`src/rtl/hps_pkg.sv`:
```
// hps_pkg: shared types and constants of the sensor compensation block
// no dependencies; imported by hps_mul, hps_div, the top level and the testbench

package hps_pkg;

  localparam int MUL_W = 36;  // bits of the serial multiplier operand
  localparam int DIV_W = 64;  // dividend bits walked by the serial divider

  typedef logic signed [63:0] word_t;

  typedef enum logic [1:0] {
    ST_IDLE,
    ST_EXEC,
    ST_MUL,
    ST_DIV
  } state_t;

  typedef enum logic [1:0] {
    UOP_ALU,
    UOP_MUL,
    UOP_DIV
  } uop_kind_t;

  localparam logic [1:0] OP_TEMP  = 2'd0;
  localparam logic [1:0] OP_PRESS = 2'd1;
  localparam logic [1:0] OP_HUM   = 2'd2;
  localparam logic [1:0] OP_NONE  = 2'd3;

  localparam logic [1:0] STS_OK   = 2'd0;
  localparam logic [1:0] STS_LOW  = 2'd1;
  localparam logic [1:0] STS_HIGH = 2'd2;
  localparam logic [1:0] STS_BAD  = 2'd3;

  localparam logic [2:0] CFG_TEMP    = 3'd0;
  localparam logic [2:0] CFG_PRESS_A = 3'd1;
  localparam logic [2:0] CFG_PRESS_B = 3'd2;
  localparam logic [2:0] CFG_PRESS_C = 3'd3;
  localparam logic [2:0] CFG_HUM     = 3'd4;

  localparam word_t TEMP_LO  = -64'sd4000;
  localparam word_t TEMP_HI  = 64'sd8500;
  localparam word_t PRESS_LO = 64'sd30000;
  localparam word_t PRESS_HI = 64'sd110000;
  localparam word_t HUM_LO   = 64'sd0;
  localparam word_t HUM_HI   = 64'sd10000;

endpackage

```
`src/rtl/hps_div.sv`:
```
// hps_div: restoring divider, one quotient bit per cycle, floor rounding
// depends on hps_pkg (word_t, DIV_W); divisor must be positive

module hps_div import hps_pkg::*; (
  input  logic        clk,
  input  logic        rst_n,
  input  logic        start,
  input  word_t       num,
  input  logic [31:0] den,
  output logic        done,
  output word_t       q
);

  localparam int CW = $clog2(DIV_W);

  logic [63:0]   qr_r, qr_nxt;
  logic [31:0]   rem_r, rem_nxt;
  logic [31:0]   den_r, den_nxt;
  logic          neg_r, neg_nxt;
  logic [CW-1:0] cnt_r, cnt_nxt;
  logic          busy_r, busy_nxt;
  logic          done_r, done_nxt;
  logic [32:0]   trial;

  always_comb begin
    qr_nxt   = qr_r;
    rem_nxt  = rem_r;
    den_nxt  = den_r;
    neg_nxt  = neg_r;
    cnt_nxt  = cnt_r;
    busy_nxt = busy_r;
    done_nxt = 1'b0;
    trial    = {rem_r, qr_r[63]};
    if (start) begin
      qr_nxt   = num[63] ? 64'(-num) : 64'(num);
      rem_nxt  = '0;
      den_nxt  = den;
      neg_nxt  = num[63];
      cnt_nxt  = CW'(DIV_W - 1);
      busy_nxt = 1'b1;
    end else if (busy_r) begin
      if (trial >= {1'b0, den_r}) begin
        rem_nxt = 32'(trial - {1'b0, den_r});
        qr_nxt  = {qr_r[62:0], 1'b1};
      end else begin
        rem_nxt = trial[31:0];
        qr_nxt  = {qr_r[62:0], 1'b0};
      end
      cnt_nxt = cnt_r - 1'b1;
      if (cnt_r == '0) begin
        busy_nxt = 1'b0;
        done_nxt = 1'b1;
      end
    end
  end

  always_ff @(posedge clk) begin
    if (!rst_n) begin
      busy_r <= 1'b0;
      done_r <= 1'b0;
      cnt_r  <= '0;
    end else begin
      busy_r <= busy_nxt;
      done_r <= done_nxt;
      cnt_r  <= cnt_nxt;
    end
    qr_r  <= qr_nxt;
    rem_r <= rem_nxt;
    den_r <= den_nxt;
    neg_r <= neg_nxt;
  end

  // negative dividend: -q, one lower when a remainder is left
  always_comb begin
    if (!neg_r) begin
      q = word_t'(qr_r);
    end else if (|rem_r) begin
      q = word_t'(~qr_r);
    end else begin
      q = word_t'(-qr_r);
    end
  end

  assign done = done_r;

endmodule

```
`config.mk`:
```
export PLATFORM = sky130hd
export DESIGN_NAME = hps_div
export DESIGN_NICKNAME = d
export VERILOG_FILES = /design/src/rtl/hps_pkg.sv /design/src/rtl/hps_div.sv
export SDC_FILE = /design/constraint.sdc
export NUM_CORES = 1
export LEC_CHECK = 0
export BUFFER_PORTS_ARGS = -buffer_cell sky130_fd_sc_hd__buf_2
export CAP_MARGIN = 10
export CELL_PAD_IN_SITES_DETAIL_PLACEMENT = 0
export CELL_PAD_IN_SITES_GLOBAL_PLACEMENT = 2
export CORE_MARGIN = 2
export CORE_UTILIZATION = 38
export DETAILED_ROUTE_END_ITERATION = 8
export PLACE_DENSITY = 0.87
export SLEW_MARGIN = 25
export SYNTH_ARGS = -nofsm -noshare
export SYNTH_HDL_FRONTEND = slang
export SYNTH_SLANG_ARGS = --single-unit
```
`constraint.sdc`:
```
create_clock -name clk -period 7.4 [get_ports clk]
set_input_delay 0.74 -clock clk [delete_from_list [all_inputs] [get_ports clk]]
set_output_delay 0.74 -clock clk [all_outputs]
set_load 0.02 [all_outputs]
```
## Yosys cells after proc, flatten, opt, wreduce, memory -nomap -nowiden

Index checks and enable logic that the tools add are counted.

| cells by class | value |
|---|---|
| bitwise gates (word level) | 3 |
| $lt $le $gt $ge | 1 |
| add/sub/neg operators | 4 |
| reduce and logical (&&, ||, !) cells | 4 |
| mux-type cells | 13 |

Operators with widths:

| operator | number |
|---|---|
| $mux W64 | 5 |
| $neg A64 Y64 | 2 |
| $not A64 Y64 | 1 |
| $ge A33 B32 Y1 | 1 |
| $mux W32 | 1 |
| $reduce_or A32 Y1 | 1 |
| $sub A32 B32 Y32 | 1 |
| $mux W6 | 2 |
| $logic_not A6 Y1 | 1 |
| $sub A6 B1 Y6 const B | 1 |
| $mux W1 | 5 |
| $reduce_or A3 Y1 | 1 |
| $not A1 Y1 | 2 |
| $reduce_bool A2 Y1 | 1 |

| word-level totals | value |
|---|---|
| register bits | 137 |
| output and inout port bits | 65 |
| input port bits | 99 |
| word-level logic and storage cells | 32 |

## Longest topological paths before layout

Gate-level depths: netlist (run 1).

| logic depth | value |
|---|---|
| depth in word-level cells | 4 |
| mapped depth | 13 |
| mapped depth without buffers | 12 |

## Least setup slack after synthesis (run 1)

OpenSTA, ideal clock, no wires.

| timing path | value |
|---|---|
| path type | flip-flop to output port |
| start | register qr_r[7] |
| end | output port q[61] |
| slack | 3.225 ns |
| data required time | 6.660 ns |
| arrival time | 3.435 ns |
| stages on the path, launching flop included | 11 |
| buffers on the path | 1 |
| cells stage by stage | edfxtp_1 > or4_4 > or4_4 > or4_4 > or4_1 > buf_2 > or2_4 > nor3_4 > nand2_2 > o41ai_2 > xnor2_1 |

| between the ends | value |
|---|---|
| word-level cells in the longest chain between the ends | 3 |

RTL lines:

| item | RTL line | text |
|---|---|---|
| start: declaration | hps_div.sv:16 | `logic [63:0] qr_r, qr_nxt;` |
| start signal: assignment | hps_div.sv:67 | `qr_r <= qr_nxt;` |
| $neg A64 Y64 | hps_div.sv:80 | `q = word_t'(-qr_r);` |
| $mux W64 | hps_div.sv:77 | `end else if (\|rem_r) begin` |
| $mux W64 | hps_div.sv:75 | `if (!neg_r) begin` |
| end: declaration | hps_div.sv:11 | `output word_t q` |

No other way between the ends.

## Worst setup path in the final report (run 1)

| timing path | value |
|---|---|
| start | register qr_r[5] |
| end | output port q[63] |

Same word-level chain as after synthesis.

==> results of run 1 <==
[where the power goes]
group | leakage (nW) | switching [mW] | total, mW | internal (mW)
Sequential | 1.28 | 0.0835 | 0.999 | 0.915
Clock | 0.278 | 0.335 | 0.855 | 0.520
Combinational | 3.00 | 0.469 | 0.778 | 0.309
Total | 4.56 | 0.888 | 2.63 | 1.74
[path summary, 6_finish.rpt]
check / from / end / depth (start not counted)
setup / recovery: qr_r[5] / q[63] / 10
hold / removal: den[15] / den_r[15] / 1
setup reg to reg: qr_r[63] / rem_r[1] / 12
hold reg to reg: rem_r[31] / rem_r[31] / 2
[worst register-to-register path: stages (launching register included)]
cell	delay (ps)
edfxtp_1	400
inv_1	120
ha_1	240
nand2b_1	160
a21oi_1	240
o21ai_0	210
o211ai_1	380
a211oi_1	210
o21a_1	310
o21bai_4	440
buf_4	420
mux2_2	400
o22ai_1	110
[flip-flops by register name, indices dropped and copies added (netlist names)]
signal and cells:
busy_r 1, cnt_r 6, rem_r 32, done 1, den_r 32, neg_r 1
qr_r 64
[layer usage]
metal,up-vias,track usage
li1,4435,-
met1,4078,0.279
met2,226,0.320
met3,34,0.0562
met4,6,0.0514
met5,-,0
[layout make-up]
| cell class | instances | area share |
|---|---|---|
| multi-input cells | 888 | 0.501 |
| well taps | 335 | 0.0361 |
| diodes | 4 | 0.000861 |
| inverters | 58 | 0.0187 |
| clock buffers | 30 | 0.0461 |
| clock inverters | 2 | 0.00301 |
| repair buffers | 169 | 0.0748 |
| flip-flops and latches | 137 | 0.320 |
[layout by cell type, fill, tap and decap left out, drive strengths merged, types with 2 or more instances in the layout]
cell type / count
a211o: 3
a211oi: 30
a21boi: 3
a21o: 10
a21oi: 95
a311oi: 3
a31oi: 8
a41o: 2
buf: 169
clkbuf: 30
dfxtp: 40
diode: 4
edfxtp: 97
ha: 36
inv: 58
mux2: 3
mux2i: 28
nand2: 66
nand2b: 13
nand3: 21
nand4: 10
nor2: 149
nor2b: 6
nor3: 24
nor4: 17
o211ai: 2
o21a: 8
o21ai: 58
o21bai: 8
o221ai: 2
o22ai: 4
o311ai: 2
o31ai: 42
o41ai: 23
or2: 12
or3: 24
or4: 18
xnor2: 83
xor2: 67
[metrics by stage]
step | instance area [sq um] | util | hold slack, ps | worst slack (ps) | total power, mW
5_1_grt | 11600 | 0.448 | 461 | 2150 | 2.78
3_3_place_gp | 11000 | 0.426 | 504 | 2860 | 1.79
2_1_floorplan | 9970 | - | 474 | 3230 | 1.54
6_report | 11600 | 0.449 | 482 | 2400 | 2.63
4_1_cts | 11600 | 0.448 | 467 | 2380 | 2.65
3_5_place_dp | 11000 | 0.426 | 501 | 2840 | 1.79
[cell families (layout without fill, tap and decap cells)]
logic type | Yosys count | after routing
flops | 137 | 137
xor+xnor | 150 | 150
mux | 31 | 31
compound gates | 307 | 307
other cells | 0 | 4
simple gates | 363 | 363
fa+ha+maj | 37 | 37
buf+inv | 119 | 259
==> summary.md, run 1 <==
| Metric | Value |
|---|---|
| Final clock skew | `10.4 ps` |
| Post-synthesis compound-gate area fraction | `0.199` |
| Final setup TNS | `0 ps` |
| Vias in the first global route | `8,413` |
| Xor/xnor share of the synthesized area | `0.132` |
| Post-layout net count | `1,407` |
| Fill count | `2,638` |
| Die Ht | `166 um` |
| PwrDens | `226 nW/um^2` |
| Top cells by instance count after synthesis | `149 x nor2_1, 97 x edfxtp_1, 95 x a21oi_1, 83 x xnor2_1, 67 x xor2_1` |
| Syn Area/Cell | `8.72 sq um` |
| Yosys warning total | `0` |
| Post-synth EDFFs | `97` |
| Cell count after synthesis | `1,144` |
| 1st-iter DRT viols | `585` |
| Clk Latency, worst-skew pair | `430 ps` |
| GRT Residual Overflow | `0` |
| Area leader, netlist | `edfxtp_1` |
| Die ar. | `27,600 sq um` |
| Num rows | `59` |
| Post-Route M1 WL | `13,200 um` |
| Ys async rst share | `0` |
| Core area | `25,900 sq um` |
| Boundary pin count | `164` |
| Worst-path clk slew | `70 ps` |
| HP Class | `input pin to flop` |
| Simple-gate portion of the synthesized area | `0.174` |
| CP most frequent cell | `or4_4` |
| HPWL after DPL | `21,000 um` |
| Via count of the routed design | `8,779` |
| Met3 wire len | `1660 um` |
| WL/cell | `17.4 um` |
| Mapped Nets | `1,280` |
| Synth Area in Adders | `0.0472` |
| H-tree Lvls | `4` |
| CP top delay family | `simple AND/OR/NAND/NOR gates` |
| Static Leakage | `4.56 nW` |
| Post-synthesis sequential area ratio | `0.372` |
| FF+latch count, synth | `137` |
| Multi-input gate area | `5820 sq um` |
| Max Slew Vio Count | `0` |
| Final setup viols | `0` |
| Register area | `3710 sq um` |
| Final Hold Vio Count | `0` |
| Largest net degree at the start of global routing | `90` |
| Worst Path Required | `6660 ps` |
| First-pass GRT wire length | `45,200 um` |
| DR pass1 iterations | `5` |
| Post-cts resize count | `0` |
| WP buf/inv | `1` |
| Crit end category | `output pin` |
| Crit path cell chain | `or4_4, or4_4, or4_4, or4_1, or2_4, nor3_4, nand2_1, o31ai_1, xnor2_1, buf_2` |
| CP Max Fanout | `7` |
| Syn Std Cell Area | `9970 sq um` |
| Number of CTS-inserted buffers | `17` |
| Max-Cap Viols | `0` |
| Routability Congestion | `0.896` |
| Placed cells | `1,587` |
| Share of cells above drive strength 1 | `0.171` |
| Post-synth top area share | `0.292` |
| Die X | `166 um` |
| Number of port buffers | `163` |
| Initial antenna violation count | `7` |
| CP max stage cell | `or4_1` |
| Max Freq | `200 MHz` |
| DR top layer | `met5` |
| Mux share of post-synthesis cell area | `0.0315` |
| Largest family of logic cells by synthesized area | `compound AO/OA/AOI/OAI gates` |
| Hold Buf Count CTS | `0` |
| GRT Util Overall | `0.204` |
| Worst Path Class, Setup | `flop to output pin` |
| Distinct cell type count after synthesis | `51` |
| Worst setup SP type | `flop` |
| Worst Path Arrival | `4260 ps` |
| Vias/cell | `5.41` |
| Most common flop cell mapped by yosys | `edfxtp_1` |
| Slew headroom | `0.342` |
| Count leader, synth | `nor2_1` |
| VDD IR-drop max | `0.000149 V` |
| Layout Cells excl Fill | `1,623` |
| Routed WL | `28,300 um` |
| Root Buffer | `clkbuf_16` |
| Post-CTS setup buffers | `0` |
| Starting Density | `0.385` |
| Detailed-routed wire length on met2 | `12,900 um` |
| R2r setup slk | `3690 ps` |
| Post-route ant nets | `0` |
| CTS tree | `yes` |
| Clk sinks | `137` |
| Final period util | `0.676` |
| Max clock buf depth | `2` |
| Layout area overhead | `16.6%` |
| Slowest stage delay, CP | `690 ps` |
| Drt drc | `0` |
| Status | `finished clean` |
| Worst-Margin Slew | `974 ps` |
| Min Tclk post-route | `5000 ps` |
| Top post-synthesis cells by area | `edfxtp_1 29%, dfxtp_1 8.0%, xnor2_1 7.3%` |
| RSZ-0062 raised after global routing | `no` |
Power figures use the tool's default switching activity.
==> run 2, diff against run 1 <==
CORE_UTILIZATION = 31   (was 38)
PLACE_DENSITY = 0.76   (was 0.87)
clock period = 4.3 ns   (was 7.4 ns; I/O delays follow)
==> run 2 against run 1 <==
Against the previous run:
- the flow now finishes with violations (setup timing)
- register-to-register slack lost 2900 ps
- clock skew increased by 0.92 ps
- critical endpoint is now q[61]
- combinational power grew 79%
- total power grew 75%
- largest cell class unchanged
- hold slack got worse by 310 ps
- cell area increased by 4.9%
==> summary.md, run 2 (synthesis results as in run 1) <==
| Metric | Value |
|---|---|
| Worst Path Arrival | `4050 ps (-210 ps)` |
| Worst-Margin Slew | `852 ps (-122 ps)` |
| CP Max Fanout | `4 (-3)` |
| 1st-iter DRT viols | `597 (+2.1%)` |
| PwrDens | `378 nW/um^2 (+67%)` |
| Vias in the first global route | `8,564 (+1.8%)` |
| Slew headroom | `0.432 (+0.0895)` |
| Largest net degree at the start of global routing | `89 (-1.1%)` |
| Number of port buffers | `163 (unchanged)` |
| Post-route ant nets | `0 (unchanged)` |
| HPWL after DPL | `22,300 um (+6.3%)` |
| Max-Cap Viols | `0 (unchanged)` |
| Final period util | `1.04` |
| Status | `finished, violations left` |
| Die Ht | `183 um (+10%)` |
| Worst setup SP type | `flop` |
| Starting Density | `0.315 (-0.0697)` |
| Die ar. | `33,600 sq um (+22%)` |
| Final setup viols | `13 (+13)` |
| Post-layout net count | `1,430 (+1.6%)` |
| GRT Util Overall | `0.179 (-0.0248)` |
| Area of placed instances | `11,200 sq um (+1.6%)` |
| Via count of the routed design | `8,772 (-0.080%)` |
| WL/cell | `17.4 um (-0.35%)` |
| Post-route cell area | `12,200 sq um (+4.9%)` |
| DR pass1 iterations | `4 (-1)` |
| Clk Latency, worst-skew pair | `430 ps (about the same)` |
| Max Freq | `223 MHz` |
| Hold Buf Count CTS | `0 (unchanged)` |
| Max clock buf depth | `2 (unchanged)` |
| Core area | `31,600 sq um (+22%)` |
| Placed cells | `1,666 (+5.0%)` |
| Clk sinks | `137 (unchanged)` |
| First-pass GRT wire length | `47,200 um (+4.3%)` |
| Commonest non-fill, non-tap cell in the layout | `nor2_1` |
| Worst-path clk slew | `60 ps (about the same)` |
| Routed WL | `29,700 um (+5.1%)` |
| Top reg by flops | `qr_r` |
| Die X | `183 um (+10%)` |
| Max FFs per register | `64 (unchanged)` |
| Final Hold Vio Count | `0 (unchanged)` |
| Min Tclk post-route | `4480 ps` |
| Place WS | `116 ps (-2730 ps)` |
| VDD IR-drop max | `0.000286 V (+92%)` |
| Share of cells above drive strength 1 | `0.207 (+0.0360)` |
| HP Class | `input pin to flop` |
| Worst Path Class, Setup | `flop to output pin` |
| Initial antenna violation count | `5 (-2)` |
| Layout area overhead | `22.2%` |
| Routability Congestion | `0.843 (-5.9%)` |
| Worst Path Required | `3870 ps (-2790 ps)` |
| Vias/cell | `5.12 (-5.3%)` |
| CTS tree | `yes` |
| RSZ-0062 raised after global routing | `yes` |
| R2r setup slk | `840 ps (-2850 ps)` |
| Static Leakage | `4.83 nW (+5.8%)` |
| Fin worst setup slack | `-178 ps (-2580 ps)` |
| Num rows | `65 (+10%)` |
| Crit end category | `output pin` |
| Number of CTS-inserted buffers | `17 (unchanged)` |
| Most frequent cells in the layout | `148 x nor2_1, 147 x buf_2, 97 x edfxtp_1, 95 x a21oi_1, 83 x xnor2_1` |
| Final setup TNS | `-1020 ps (-1020 ps)` |
| GRT Residual Overflow | `0 (unchanged)` |
| Post-Route Utilization | `0.385 (-0.0633)` |
| H-tree Lvls | `4 (unchanged)` |
| Root Buffer | `clkbuf_16` |
| Max Slew Vio Count | `0 (unchanged)` |
| Boundary pin count | `164 (unchanged)` |
| Violated checks | `setup timing` |
| Layout Cells excl Fill | `1,712 (+5.5%)` |
| Drt drc | `0 (unchanged)` |
| Final clock skew | `11.3 ps (+0.916 ps)` |
| Top Registers | `qr_r (64), den_r (32), rem_r (32)` |
## run 2: cell count changes in the layout (fill, tap and decap cells not counted), moves of 5 or more
cell and change:
buf_4 +34, buf_2 -14, o31ai_1 -10, o41ai_4 +7
o41ai_1 -6, o21ai_0 -5, o31ai_2 +5, o31ai_4 +5
## run 2: final cells by class
class                   count  area, sq um
repair buffers            192         1090
clock buffers              21          440
well taps                 402          503
diodes                      3         7.51
multi-input cells         888         6090
fillers                  3248        19400
clock inverters            11          129
flip-flops and latches    137         3710
inverters                  58          218
## run 2: metrics by stage
stage	hold WS (ps)	total power, mW
final	171	4.61
after global routing	147	4.87
after CTS	147	4.64
after detailed placement	508	3.10
after global placement	503	3.11
after floorplan	474	2.66
## run 2: power breakdown
part	switching, mW	leakage, nW	internal [mW]
Sequential	0.165	1.28	1.57
Combinational	0.819	3.27	0.571
Clock	0.580	0.277	0.901
## run 2: routing by layer
layer  vias up  wire, um  global-route usage
li1       4474         -                   -
met1      4095     14600               0.248
met2       171     13400               0.282
met3        26      1390              0.0429
met4         6       327              0.0426
met5         -        44                   0
## run 2: critical path, stage by stage, from the launching register on
cell and delay (ps):
edfxtp_1 380, or4_4 560, or4_4 430, or4_4 430
or4_4 470, or2_4 270, nor3_4 240, nand2_2 150
o41ai_4 330, xnor2_1 160, buf_2 190
## run 2: what timing repair did
| item | in CTS | in global routing |
|---|---|---|
| pin swaps | 9 | 17 |
| gates resized for setup | 32 | 31 |
| endpoints found under the setup margin | 22 | 42 |
| setup buffers | 7 | 4 |
## run 2: worst paths after layout
check,from,to,cells past startpoint
worst max register to register,qr_r[63],rem_r[1],12
worst min register to register,rem_r[18],rem_r[18],2
worst max-delay path,qr_r[5],q[61],10
worst min-delay path,den[7],den_r[7],1
