===== config.mk =====
export PLATFORM = sky130hd
export DESIGN_NAME = hps_mul
export DESIGN_NICKNAME = d
export VERILOG_FILES = /design/src/rtl/hps_pkg.sv /design/src/rtl/hps_mul.sv
export SDC_FILE = /design/constraint.sdc
export NUM_CORES = 1
export LEC_CHECK = 0
export ABC_AREA = 1
export BUFFER_PORTS_ARGS = -buffer_cell sky130_fd_sc_hd__buf_2
export CAP_MARGIN = 10
export CORE_UTILIZATION = 60
export CTS_CLUSTER_DIAMETER = 80
export CTS_CLUSTER_SIZE = 20
export DETAILED_ROUTE_END_ITERATION = 10
export GPL_ROUTABILITY_DRIVEN = 0
export GPL_TIMING_DRIVEN = 0
export PLACE_DENSITY = 0.83
export SETUP_SLACK_MARGIN = 0.02
export SKIP_CTS_REPAIR_TIMING = 1
export SYNTH_ARGS = -nofsm -noshare
export SYNTH_HDL_FRONTEND = slang
export SYNTH_SLANG_ARGS = --single-unit

===== constraint.sdc =====
create_clock -name clk -period 5.7 [get_ports clk]
set_clock_uncertainty 0.1 [all_clocks]
set_input_delay 1.71 -clock clk [delete_from_list [all_inputs] [get_ports clk]]
set_output_delay 1.71 -clock clk [all_outputs]
set_load 0.02 [all_outputs]

===== src/rtl/hps_pkg.sv =====
// hps_pkg: shared types and constants of the sensor compensation block
// no dependencies; imported by hps_mul, hps_div, the top level and the testbench

package hps_pkg;

  localparam int MUL_W = 36;  // bits of the serial multiplier operand
  localparam int DIV_W = 64;  // dividend bits walked by the serial divider

  typedef logic signed [63:0] word_t;

  typedef enum logic [1:0] {
    ST_IDLE,
    ST_EXEC,
    ST_MUL,
    ST_DIV
  } state_t;

  typedef enum logic [1:0] {
    UOP_ALU,
    UOP_MUL,
    UOP_DIV
  } uop_kind_t;

  localparam logic [1:0] OP_TEMP  = 2'd0;
  localparam logic [1:0] OP_PRESS = 2'd1;
  localparam logic [1:0] OP_HUM   = 2'd2;
  localparam logic [1:0] OP_NONE  = 2'd3;

  localparam logic [1:0] STS_OK   = 2'd0;
  localparam logic [1:0] STS_LOW  = 2'd1;
  localparam logic [1:0] STS_HIGH = 2'd2;
  localparam logic [1:0] STS_BAD  = 2'd3;

  localparam logic [2:0] CFG_TEMP    = 3'd0;
  localparam logic [2:0] CFG_PRESS_A = 3'd1;
  localparam logic [2:0] CFG_PRESS_B = 3'd2;
  localparam logic [2:0] CFG_PRESS_C = 3'd3;
  localparam logic [2:0] CFG_HUM     = 3'd4;

  localparam word_t TEMP_LO  = -64'sd4000;
  localparam word_t TEMP_HI  = 64'sd8500;
  localparam word_t PRESS_LO = 64'sd30000;
  localparam word_t PRESS_HI = 64'sd110000;
  localparam word_t HUM_LO   = 64'sd0;
  localparam word_t HUM_HI   = 64'sd10000;

endpackage


===== src/rtl/hps_mul.sv =====
// hps_mul: shift-add multiplier, one bit of the signed b operand per cycle
// depends on hps_pkg (word_t, MUL_W)

module hps_mul import hps_pkg::*; (
  input  logic                    clk,
  input  logic                    rst_n,
  input  logic                    start,
  input  word_t                   a,
  input  logic signed [MUL_W-1:0] b,
  output logic                    done,
  output word_t                   p
);

  localparam int CW = $clog2(MUL_W);

  word_t            acc_r, acc_nxt;
  word_t            a_r, a_nxt;
  logic [MUL_W-1:0] b_r, b_nxt;
  logic [CW-1:0]    cnt_r, cnt_nxt;
  logic             busy_r, busy_nxt;
  logic             done_r, done_nxt;

  always_comb begin
    acc_nxt  = acc_r;
    a_nxt    = a_r;
    b_nxt    = b_r;
    cnt_nxt  = cnt_r;
    busy_nxt = busy_r;
    done_nxt = 1'b0;
    if (start) begin
      acc_nxt  = '0;
      a_nxt    = a;
      b_nxt    = b;
      cnt_nxt  = CW'(MUL_W - 1);
      busy_nxt = 1'b1;
    end else if (busy_r) begin
      // top bit of b carries negative weight
      if (b_r[0]) begin
        acc_nxt = (cnt_r == '0) ? acc_r - a_r : acc_r + a_r;
      end
      a_nxt   = a_r <<< 1;
      b_nxt   = b_r >> 1;
      cnt_nxt = cnt_r - 1'b1;
      if (cnt_r == '0) begin
        busy_nxt = 1'b0;
        done_nxt = 1'b1;
      end
    end
  end

  always_ff @(posedge clk) begin
    if (!rst_n) begin
      busy_r <= 1'b0;
      done_r <= 1'b0;
      cnt_r  <= '0;
    end else begin
      busy_r <= busy_nxt;
      done_r <= done_nxt;
      cnt_r  <= cnt_nxt;
    end
    acc_r <= acc_nxt;
    a_r   <= a_nxt;
    b_r   <= b_nxt;
  end

  assign done = done_r;
  assign p    = acc_r;

endmodule


; ---- Word-level counts from Yosys, hierarchy flattened
; Index checks and enable logic that the tools add are counted.
[word_totals]
reg_bits = 172
[classes]
n_mux = 11
reduce_logical = 5
add_sub_neg = 3
bitwise_logic = 2
[ops]
columns = op, n
row1 = $mux 64, 3
row2 = $mux 36, 2
row3 = $add 64x64->64, 1
row4 = $sub 64x64->64, 1
row5 = $mux 6, 2
row6 = $logic_not 6->1, 1
row7 = $sub 6x1->6 const B, 1
row8 = $mux 1, 4
row9 = $reduce_or 3->1, 1
row10 = $not 1->1, 2
row11 = $reduce_and 2->1, 1
row12 = $reduce_bool 2->1, 1
row13 = $reduce_or 2->1, 1

; ---- Longest topological paths before layout
; Gate-level depths: netlist of the first run.
[logic_depth]
depth_word = 4
ltp_mapped = 28

; ---- Worst setup path after synthesis of the first run
; Ideal clock, no wire load.
[synth_timing]
path_type = input to register
start = input start
end = register cnt_r[1]
t_arrival_ns = 4.387
setup_time_ns = 0.080
cell_stages = 5
setup_slack_ns = 1.133
path_cell_list = clkbuf_1 > nor2_1 > inv_1 > o21ai_0 > a31oi_1
[synth_via]
elab_chain_len = 1
[synth_lines]
columns = item, line_no
row1 = start: declaration, hps_mul.sv:7  ; input logic start,
row2 = $mux 6 / $reduce_bool 2->1 (equally long branches), n/a
row3 = end signal: assignment, hps_mul.sv:59  ; cnt_r <= cnt_nxt;
row4 = end: declaration, hps_mul.sv:19  ; logic [CW-1:0] cnt_r, cnt_nxt;
; Several ways; a longest one is shown, not always the timed one.
; A chain may end at the register's enable or synchronous reset.

; ---- Worst setup path in the final report of the first run
[layout_timing]
start = register a_r[0]
end = register acc_r[45] (netlist: p[45])
[layout_via]
elab_chain_len = 2
[layout_lines]
columns = item, line_no
row1 = start: declaration, hps_mul.sv:17  ; word_t a_r, a_nxt;
row2 = start signal: assignment, hps_mul.sv:62  ; a_r <= a_nxt;
row3 = $add 64x64->64 / $sub 64x64->64 (equally long branches), hps_mul.sv:39  ; acc_nxt = (cnt_r == '0) ? acc_r - a_r : acc_r + a_r;
row4 = $mux 64 *, hps_mul.sv:39
row5 = end signal: assignment, hps_mul.sv:61  ; acc_r <= acc_nxt;
row6 = end: declaration, hps_mul.sv:16  ; word_t acc_r, acc_nxt;
; Mark *: on every way between the ends. The rest lies on a longest branch, timed or not.

==> results of run 1 <==
==> Yosys cell counts, drive strengths merged <==
cell type  instances
a21o               5
and3               1
a31oi              4
nand3            101
nand4             28
ha                66
o31ai              6
o21ai            149
or3                1
a211oi             1
or2                3
nand2            621
edfxtp           100
fa                 1
xor2              90
buf                8
nor3b              3
nand3b             2
nor2             383
inv              320
a21oi             97
o21bai            17
and2               4
a21boi             4
nor4               9
o221ai             1
dfxtp             72
xnor2              3
nor3              32
clkbuf            43
==> per-layer routing <==
layer  GRT usage [%]  wire length, µm
met2            59.8            19500
met5               0                0
met3            6.28             4910
met4            22.2             2780
met1            48.6            17400
==> power breakdown <==
| group | total (mW) | leakage (nW) | switching (mW) | internal [mW] |
|---|---|---|---|---|
| Clock | 1.21 | 0.291 | 0.614 | 0.594 |
| Sequential | 1.56 | 1.61 | 0.102 | 1.46 |
| Combinational | 1.63 | 6.22 | 1.11 | 0.517 |
| Total | 4.40 | 8.13 | 1.83 | 2.57 |
==> flip-flops by register name (all words and copies together) (netlist names) <==
signal  count
cnt_r       6
busy_r      1
p          64
b_r        36
a_r        64
done        1
==> area by class of cell <==
class                   count  share of cell area (%)
plain buffers              51                    1.35
clock buffers              18                    2.71
clock inverters            14                    1.04
inverters                 320                    7.64
multi-input cells        1632                    51.3
flip-flops and latches    172                    28.0
well taps                 313                    2.47
repair buffers            167                    5.42
==> worst min-delay path, delay by kind of cell (launching register included) <==
kind          cells  cell delay [ps]
flops             1              330
simple gates      2               90
==> layout by cell type (no fill, tap or decap), types with 5 or more instances in the layout <==
| cell | instances |
|---|---|
| o21bai_1 | 17 |
| a21o_1 | 5 |
| nor4_1 | 8 |
| nand2_2 | 8 |
| o21ai_0 | 143 |
| xor2_1 | 90 |
| nand3_1 | 97 |
| nor2_4 | 7 |
| nand4_1 | 28 |
| buf_2 | 171 |
| clkbuf_16 | 17 |
| nor2_1 | 369 |
| ha_1 | 66 |
| nor3_1 | 28 |
| edfxtp_1 | 100 |
| o31ai_1 | 5 |
| dfxtp_1 | 72 |
| nor2_2 | 7 |
| clkbuf_1 | 44 |
| a21oi_1 | 96 |
| inv_8 | 6 |
| inv_1 | 316 |
| nand2_1 | 612 |
==> worst paths after layout <==
kind | cells past startpoint | end | slack, ps | start
worst max-delay path | 22 | p[45]$_SDFFE_PP0P_ | 1170 | a_r[0]$_SDFFCE_PN0P_
worst min-delay path | 2 | b_r[0]$_DFFE_PP_ | 420 | b_r[1]$_DFFE_PP_
worst max register to register | 22 | p[45]$_SDFFE_PP0P_ | 1170 | a_r[0]$_SDFFCE_PN0P_
worst min register to register | 2 | b_r[0]$_DFFE_PP_ | 420 | b_r[1]$_DFFE_PP_
==> kinds of logic (layout without fill, tap and decap cells) <==
| group | Yosys count | in the layout | synth area share [%] |
|---|---|---|---|
| AOI/OAI and AO/OA | 284 | 284 | 10.9 |
| adders and majority gates | 67 | 67 | 6.04 |
| DFF | 172 | 172 | 31.7 |
| and+or+nand+nor | 1188 | 1188 | 35.3 |
| buffers and inverters | 371 | 570 | 10.2 |
| xor gates and xnor gates | 93 | 93 | 5.82 |
==> Flow_metrics.wiki, run 1 <==
{| class="wikitable"
! Metric !! Value
|-
| Count of state elements after synthesis || 172
|-
| Signal arrival time at the worst endpoint || 4780 ps
|-
| Pre-CTS setup slack || 1530 ps
|-
| Layout Utilization || 69.6%
|-
| Cell with the most instances on the worst path || nand2_1
|-
| Worst setup SP type || flip-flop
|-
| Clock net sink count || 172
|-
| Slack of the critical path || 1170 ps
|-
| Yosys synthesis warning count || 0
|-
| Global-route usage over all layers || 37.7%
|-
| Share of post-route cells with drive strength above 1 || 10.4%
|-
| Routed len/inst || 16.6 µm
|-
| Maxcap violations || 0
|-
| H-tree depth reported by CTS || 4
|-
| Power Density || 277 nW/µm²
|-
| Post-synth top area cell || edfxtp_1
|-
| HPWL Detailed || 35.7 mm
|-
| Slowest CP cell || edfxtp_1
|-
| Final #Nets || 2531
|-
| Worst relative slew slack || 39.5%
|-
| Crit-path max FO || 5
|-
| Number of instances in the synthesized netlist || 2175
|-
| Max IR drop VDD || 200 µV
|-
| Multi-input gate area in the final layout || 8140 µm²
|-
| Core area || 22800 µm²
|-
| Total area of sequential cells || 4440 µm²
|-
| Final total negative setup slack || 0 ps
|-
| Chip width || 155 µm
|-
| Final instance area || 15800 µm²
|-
| Unrepaired setup endpoints after global routing || no
|-
| Num CTS Buffers || 17
|-
| Final Hold Viols || 0
|-
| Main area contributors after synthesis || edfxtp_1 21%, nand2_1 16%, dfxtp_1 10%
|-
| DP Area || 15300 µm²
|-
| Cells along the critical path || inv_1 -> ha_1 -> nand3_4 -> nor2_4 -> nand2_4 -> nor2_4 -> nand3_2 -> nor3_4 -> nor2_1 -> xor2_1 -> ha_1 -> a21oi_1 -> o21bai_1 -> a21oi_1 -> a21boi_0 -> nand2_1 -> nand2_1 -> nand2_1 -> nand2_1 -> nand3_1 -> nand2_1 -> inv_1
|-
| Clock tree root buffer cell || clkbuf_16
|-
| Count of placed standard cells in the final layout, fillers left out || 2687
|-
| Delay of the slowest critical-path stage || 440 ps
|-
| Number of global-route vias before repair || 13800
|-
| Insertion delay to the later sink of the worst-skew pair || 460 ps
|-
| Number of antenna violations at the first check in global routing || 0
|-
| WHS || 418 ps
|-
| Combined buffer and inverter count along the critical path || 2
|-
| Fraction of post-synthesis cell area in the top cell type by area || 21.4%
|-
| Clock slew at reported path FFs || 80 ps
|-
| Maximum number of pins on one net before global-route repair || 78
|-
| Worst setup EP type || flip-flop
|-
| Synth cell types || 49
|-
| PnR Total Power || 4.40 mW
|-
| Die Outline Area || 24000 µm²
|-
| Worst Path Required || 5950 ps
|-
| Area growth, synth to finish || 13.2%
|-
| Maximum clock path buffer count || 2
|-
| Overflow left after global routing || 0
|-
| # IOs || 168
|-
| Placed cell count || 2655
|-
| Worst min-delay path category || reg2reg
|-
| Initial drt markers || 2009
|-
| Final Critical Period || 4530 ps
|-
| Global-route wire length before repair || 69.3 mm
|-
| DR DRC count || 0
|-
| Setup CP Type || reg2reg
|-
| Post-detailed-routing wire length || 44.6 mm
|-
| Total of buffers placed on input and output ports || 166
|-
| Run status || finished clean
|-
| Post-synthesis area per instance || 6.44 µm²
|-
| Antenna-violating nets left || 0
|-
| Max Freq || 221 MHz
|-
| Period utilisation layout || 79.5%
|-
| Sequential fraction of the synthesis area || 31.7%
|-
| Initial cell density of the core || 61.5%
|-
| Final count of negative-setup-slack endpoints || 0
|-
| Post-synthesis instance area || 14000 µm²
|-
| Overall die height || 155 µm
|-
| Clock tree from TritonCTS || yes
|-
| Pre-antenna DRT Iters || 6
|-
| Number of placement rows || 55
|-
| P_leak || 8.13 nW
|-
| Antenna diode instance count || 0
|-
| Syn_nets || 2345
|-
| Number of inserted filler cells in the final layout || 2012
|-
| Least-Margin Pin Slew || 908 ps
|-
| Total count of max-transition violations in the final report || 0
|-
| Top Family by Delay on Critical Path || simple AND/OR/NAND/NOR gates
|-
| Per-cell via count in the routed design || 5.66
|-
| Total number of vias || 15200
|}
(Power assumes the default switching activity.)
==> run 2: changes to the inputs <==
clock period = 4.31 ns   (was 5.7 ns; I/O delays follow)
==> Flow_metrics.wiki, run 2 (synthesis gave the netlist of run 1 again) <==
{| class="wikitable"
! Metric !! Value
|-
| Run status || finished clean (unchanged)
|-
| Share of post-route cells with drive strength above 1 || 11.7% (was 10.4%)
|-
| Internal || 3.42 mW (was 2.57 mW)
|-
| Combined buffer and inverter count along the critical path || 2 (unchanged)
|-
| Worst setup EP type || flip-flop (unchanged)
|-
| Clock tree from TritonCTS || yes (unchanged)
|-
| Clock share of power || 27.2% (was 27.5%)
|-
| Maximum number of pins on one net before global-route repair || 78 (unchanged)
|-
| Period utilisation layout || 97.0% (was 79.5%)
|-
| PnR Total Power || 5.86 mW (was 4.40 mW)
|-
| Global-route wire length before repair || 69.3 mm (unchanged)
|-
| Total count of max-transition violations in the final report || 0 (unchanged)
|-
| Antenna-violating nets left || 0 (unchanged)
|-
| P_leak || 8.15 nW (was 8.13 nW)
|-
| Antenna diode instance count || 0 (unchanged)
|-
| Final #Nets || 2536 (was 2531)
|-
| Max Freq || 239 MHz (was 221 MHz)
|-
| Final total negative setup slack || 0 ps (unchanged)
|-
| Most common library cell in the layout ignoring fill and taps || nand2_1 (unchanged)
|-
| Chip width || 155 µm (unchanged)
|-
| Post-detailed-routing wire length || 45.1 mm (was 44.6 mm)
|-
| Core area || 22800 µm² (unchanged)
|-
| Most used cells in the layout excluding fill and tap cells || 611 x nand2_1, 363 x nor2_1, 316 x inv_1, 171 x buf_2, 141 x o21ai_0 (was 612 x nand2_1, 369 x nor2_1, 316 x inv_1, 171 x buf_2, 143 x o21ai_0)
|-
| DR DRC count || 0 (unchanged)
|-
| Count of placed standard cells in the final layout, fillers left out || 2692 (was 2687)
|-
| Setup CP Type || reg2reg (unchanged)
|-
| Number of placement rows || 55 (unchanged)
|-
| Switching power total || 2.44 mW (was 1.83 mW)
|-
| Switching Fraction || 41.6% (about the same)
|-
| Least-Margin Pin Slew || 890 ps (was 908 ps)
|-
| Pre-antenna DRT Iters || 7 (was 6)
|-
| Crit-path max FO || 5 (unchanged)
|-
| Maxcap violations || 0 (unchanged)
|-
| Worst min-delay path category || reg2reg (unchanged)
|-
| Insertion delay to the later sink of the worst-skew pair || 450 ps (was 460 ps)
|-
| Number of global-route vias before repair || 13800 (unchanged)
|-
| Initial drt markers || 1958 (was 2009)
|-
| Unrepaired setup endpoints after global routing || yes (was no)
|-
| DP Area || 15300 µm² (unchanged)
|-
| Worst relative slew slack || 40.7% (was 39.5%)
|-
| H-tree depth reported by CTS || 4 (unchanged)
|-
| Overflow left after global routing || 0 (unchanged)
|-
| Power share of the sequential group || 35.2% (was 35.5%)
|-
| Worst Path Required || 4560 ps (was 5950 ps)
|-
| Final Critical Period || 4180 ps (was 4530 ps)
|-
| Delay of the slowest critical-path stage || 400 ps (was 440 ps)
|-
| Final count of negative-setup-slack endpoints || 0 (unchanged)
|-
| Die Outline Area || 24000 µm² (unchanged)
|-
| Number of antenna violations at the first check in global routing || 0 (unchanged)
|-
| Global routing met1 resource utilization || 48.6% (unchanged)
|-
| Clock tree root buffer cell || clkbuf_16 (unchanged)
|-
| Initial cell density of the core || 61.5% (unchanged)
|-
| M3 GR Usage || 6.28% (unchanged)
|-
| Slowest CP cell || edfxtp_1 (unchanged)
|-
| Final instance area || 16000 µm² (was 15800 µm²)
|-
| Top Family by Delay on Critical Path || simple AND/OR/NAND/NOR gates (unchanged)
|-
| Clock net sink count || 172 (unchanged)
|-
| Met2 Track Usage GR || 59.8% (unchanged)
|-
| Minimum setup slack among reg-to-reg paths || 130 ps (was 1170 ps)
|-
| Placed cell count || 2655 (unchanged)
|-
| Routed len/inst || 16.7 µm (was 16.6 µm)
|-
| Overall die height || 155 µm (unchanged)
|-
| Signal arrival time at the worst endpoint || 4430 ps (was 4780 ps)
|-
| Total number of vias || 15300 (was 15200)
|-
| Total of buffers placed on input and output ports || 166 (unchanged)
|-
| Cells along the critical path || inv_1 -> ha_1 -> nand3_4 -> nor2_4 -> nand2_4 -> nor2_4 -> nand3_2 -> nor3_4 -> a21oi_1 -> xor2_1 -> ha_1 -> a21oi_1 -> nor2_1 -> nor2_1 -> nand2_1 -> a21oi_1 -> nor2_1 -> nor2_1 -> nand2_1 -> nand2_1 -> nand3_1 -> nand2_1 -> inv_1 (was inv_1 -> ha_1 -> nand3_4 -> nor2_4 -> nand2_4 -> nor2_4 -> nand3_2 -> nor3_4 -> nor2_1 -> xor2_1 -> ha_1 -> a21oi_1 -> o21bai_1 -> a21oi_1 -> a21boi_0 -> nand2_1 -> nand2_1 -> nand2_1 -> nand2_1 -> nand3_1 -> nand2_1 -> inv_1)
|-
| Area growth, synth to finish || 14.5% (was 13.2%)
|-
| Per-cell via count in the routed design || 5.67 (was 5.66)
|-
| Global-route usage over all layers || 37.7% (unchanged)
|-
| Num CTS Buffers || 17 (unchanged)
|-
| Busiest metal layer after global routing || met2 (unchanged)
|-
| Maximum clock path buffer count || 2 (unchanged)
|-
| Max IR drop VDD || 260 µV (was 200 µV)
|-
| HPWL Detailed || 35.7 mm (unchanged)
|-
| Worst setup SP type || flip-flop (unchanged)
|-
| Power Density || 365 nW/µm² (was 277 nW/µm²)
|-
| Comb pwr share || 37.6% (was 37.0%)
|-
| # IOs || 168 (unchanged)
|-
| Clock slew at reported path FFs || 80 ps (about the same)
|-
| Final Hold Viols || 0 (unchanged)
|}
==> run 2: cell types whose count changed in the layout (fill, tap and decap cells not counted), sizes merged <==
cell / delta
buf: +5
==> run 2: layout make-up <==
cell class	count	area [µm²]
clock buffers	18	429
inverters	320	1210
repair buffers	172	896
clock inverters	14	165
plain buffers	51	214
well taps	313	392
fillers	1981	6740
flip-flops and latches	172	4440
multi-input cells	1632	8290
==> run 2: per-stage QoR <==
step	hold slack (ps)	setup slack (ps)	util, %
after floorplan	387	160	-
after CTS	419	43.2	69.6
final	417	128	70.4
after detailed placement	398	138	67.0
after global placement	392	-904	66.8
after global routing	443	-43.9	70.4
==> run 2: worst paths after layout <==
check / cells past startpoint / from / end
setup / recovery: 23 / a_r[0]$_SDFFCE_PN0P_ / p[61]$_SDFFE_PP0P_
hold reg to reg: 2 / b_r[1]$_DFFE_PP_ / b_r[0]$_DFFE_PP_
setup reg to reg: 23 / a_r[0]$_SDFFCE_PN0P_ / p[61]$_SDFFE_PP0P_
hold / removal: 2 / b_r[1]$_DFFE_PP_ / b_r[0]$_DFFE_PP_
==> run 2: metal layers <==
layer | share of wire (%) | routed length (µm) | vias up
met1 | 39 | 17500 | 6795
li1 | - | - | 7277
met3 | 11 | 4990 | 209
met5 | 0 | 0 | -
met4 | 6.3 | 2820 | 0
met2 | 44 | 19700 | 989
==> run 2: power by group through the flow <==
stage / Sequential [mW] / Clock, mW / Combinational, mW
floorplan: 2.12 / 0 / 1.43
global placement: 2.09 / 0 / 2.01
detailed placement: 2.09 / 0 / 2.07
CTS: 2.06 / 1.59 / 2.08
global route: 2.08 / 1.67 / 2.42
finish: 2.06 / 1.59 / 2.20
==> run 2: worst register-to-register path: cells and delay by family (launching register included) <==
| family | cells | cell delay [ps] |
|---|---|---|
| buf+inv | 2 | 170 |
| flops | 1 | 400 |
| simple gates | 15 | 1860 |
| compound gates | 3 | 600 |
| fa+ha+maj | 2 | 600 |
| xor+xnor | 1 | 350 |
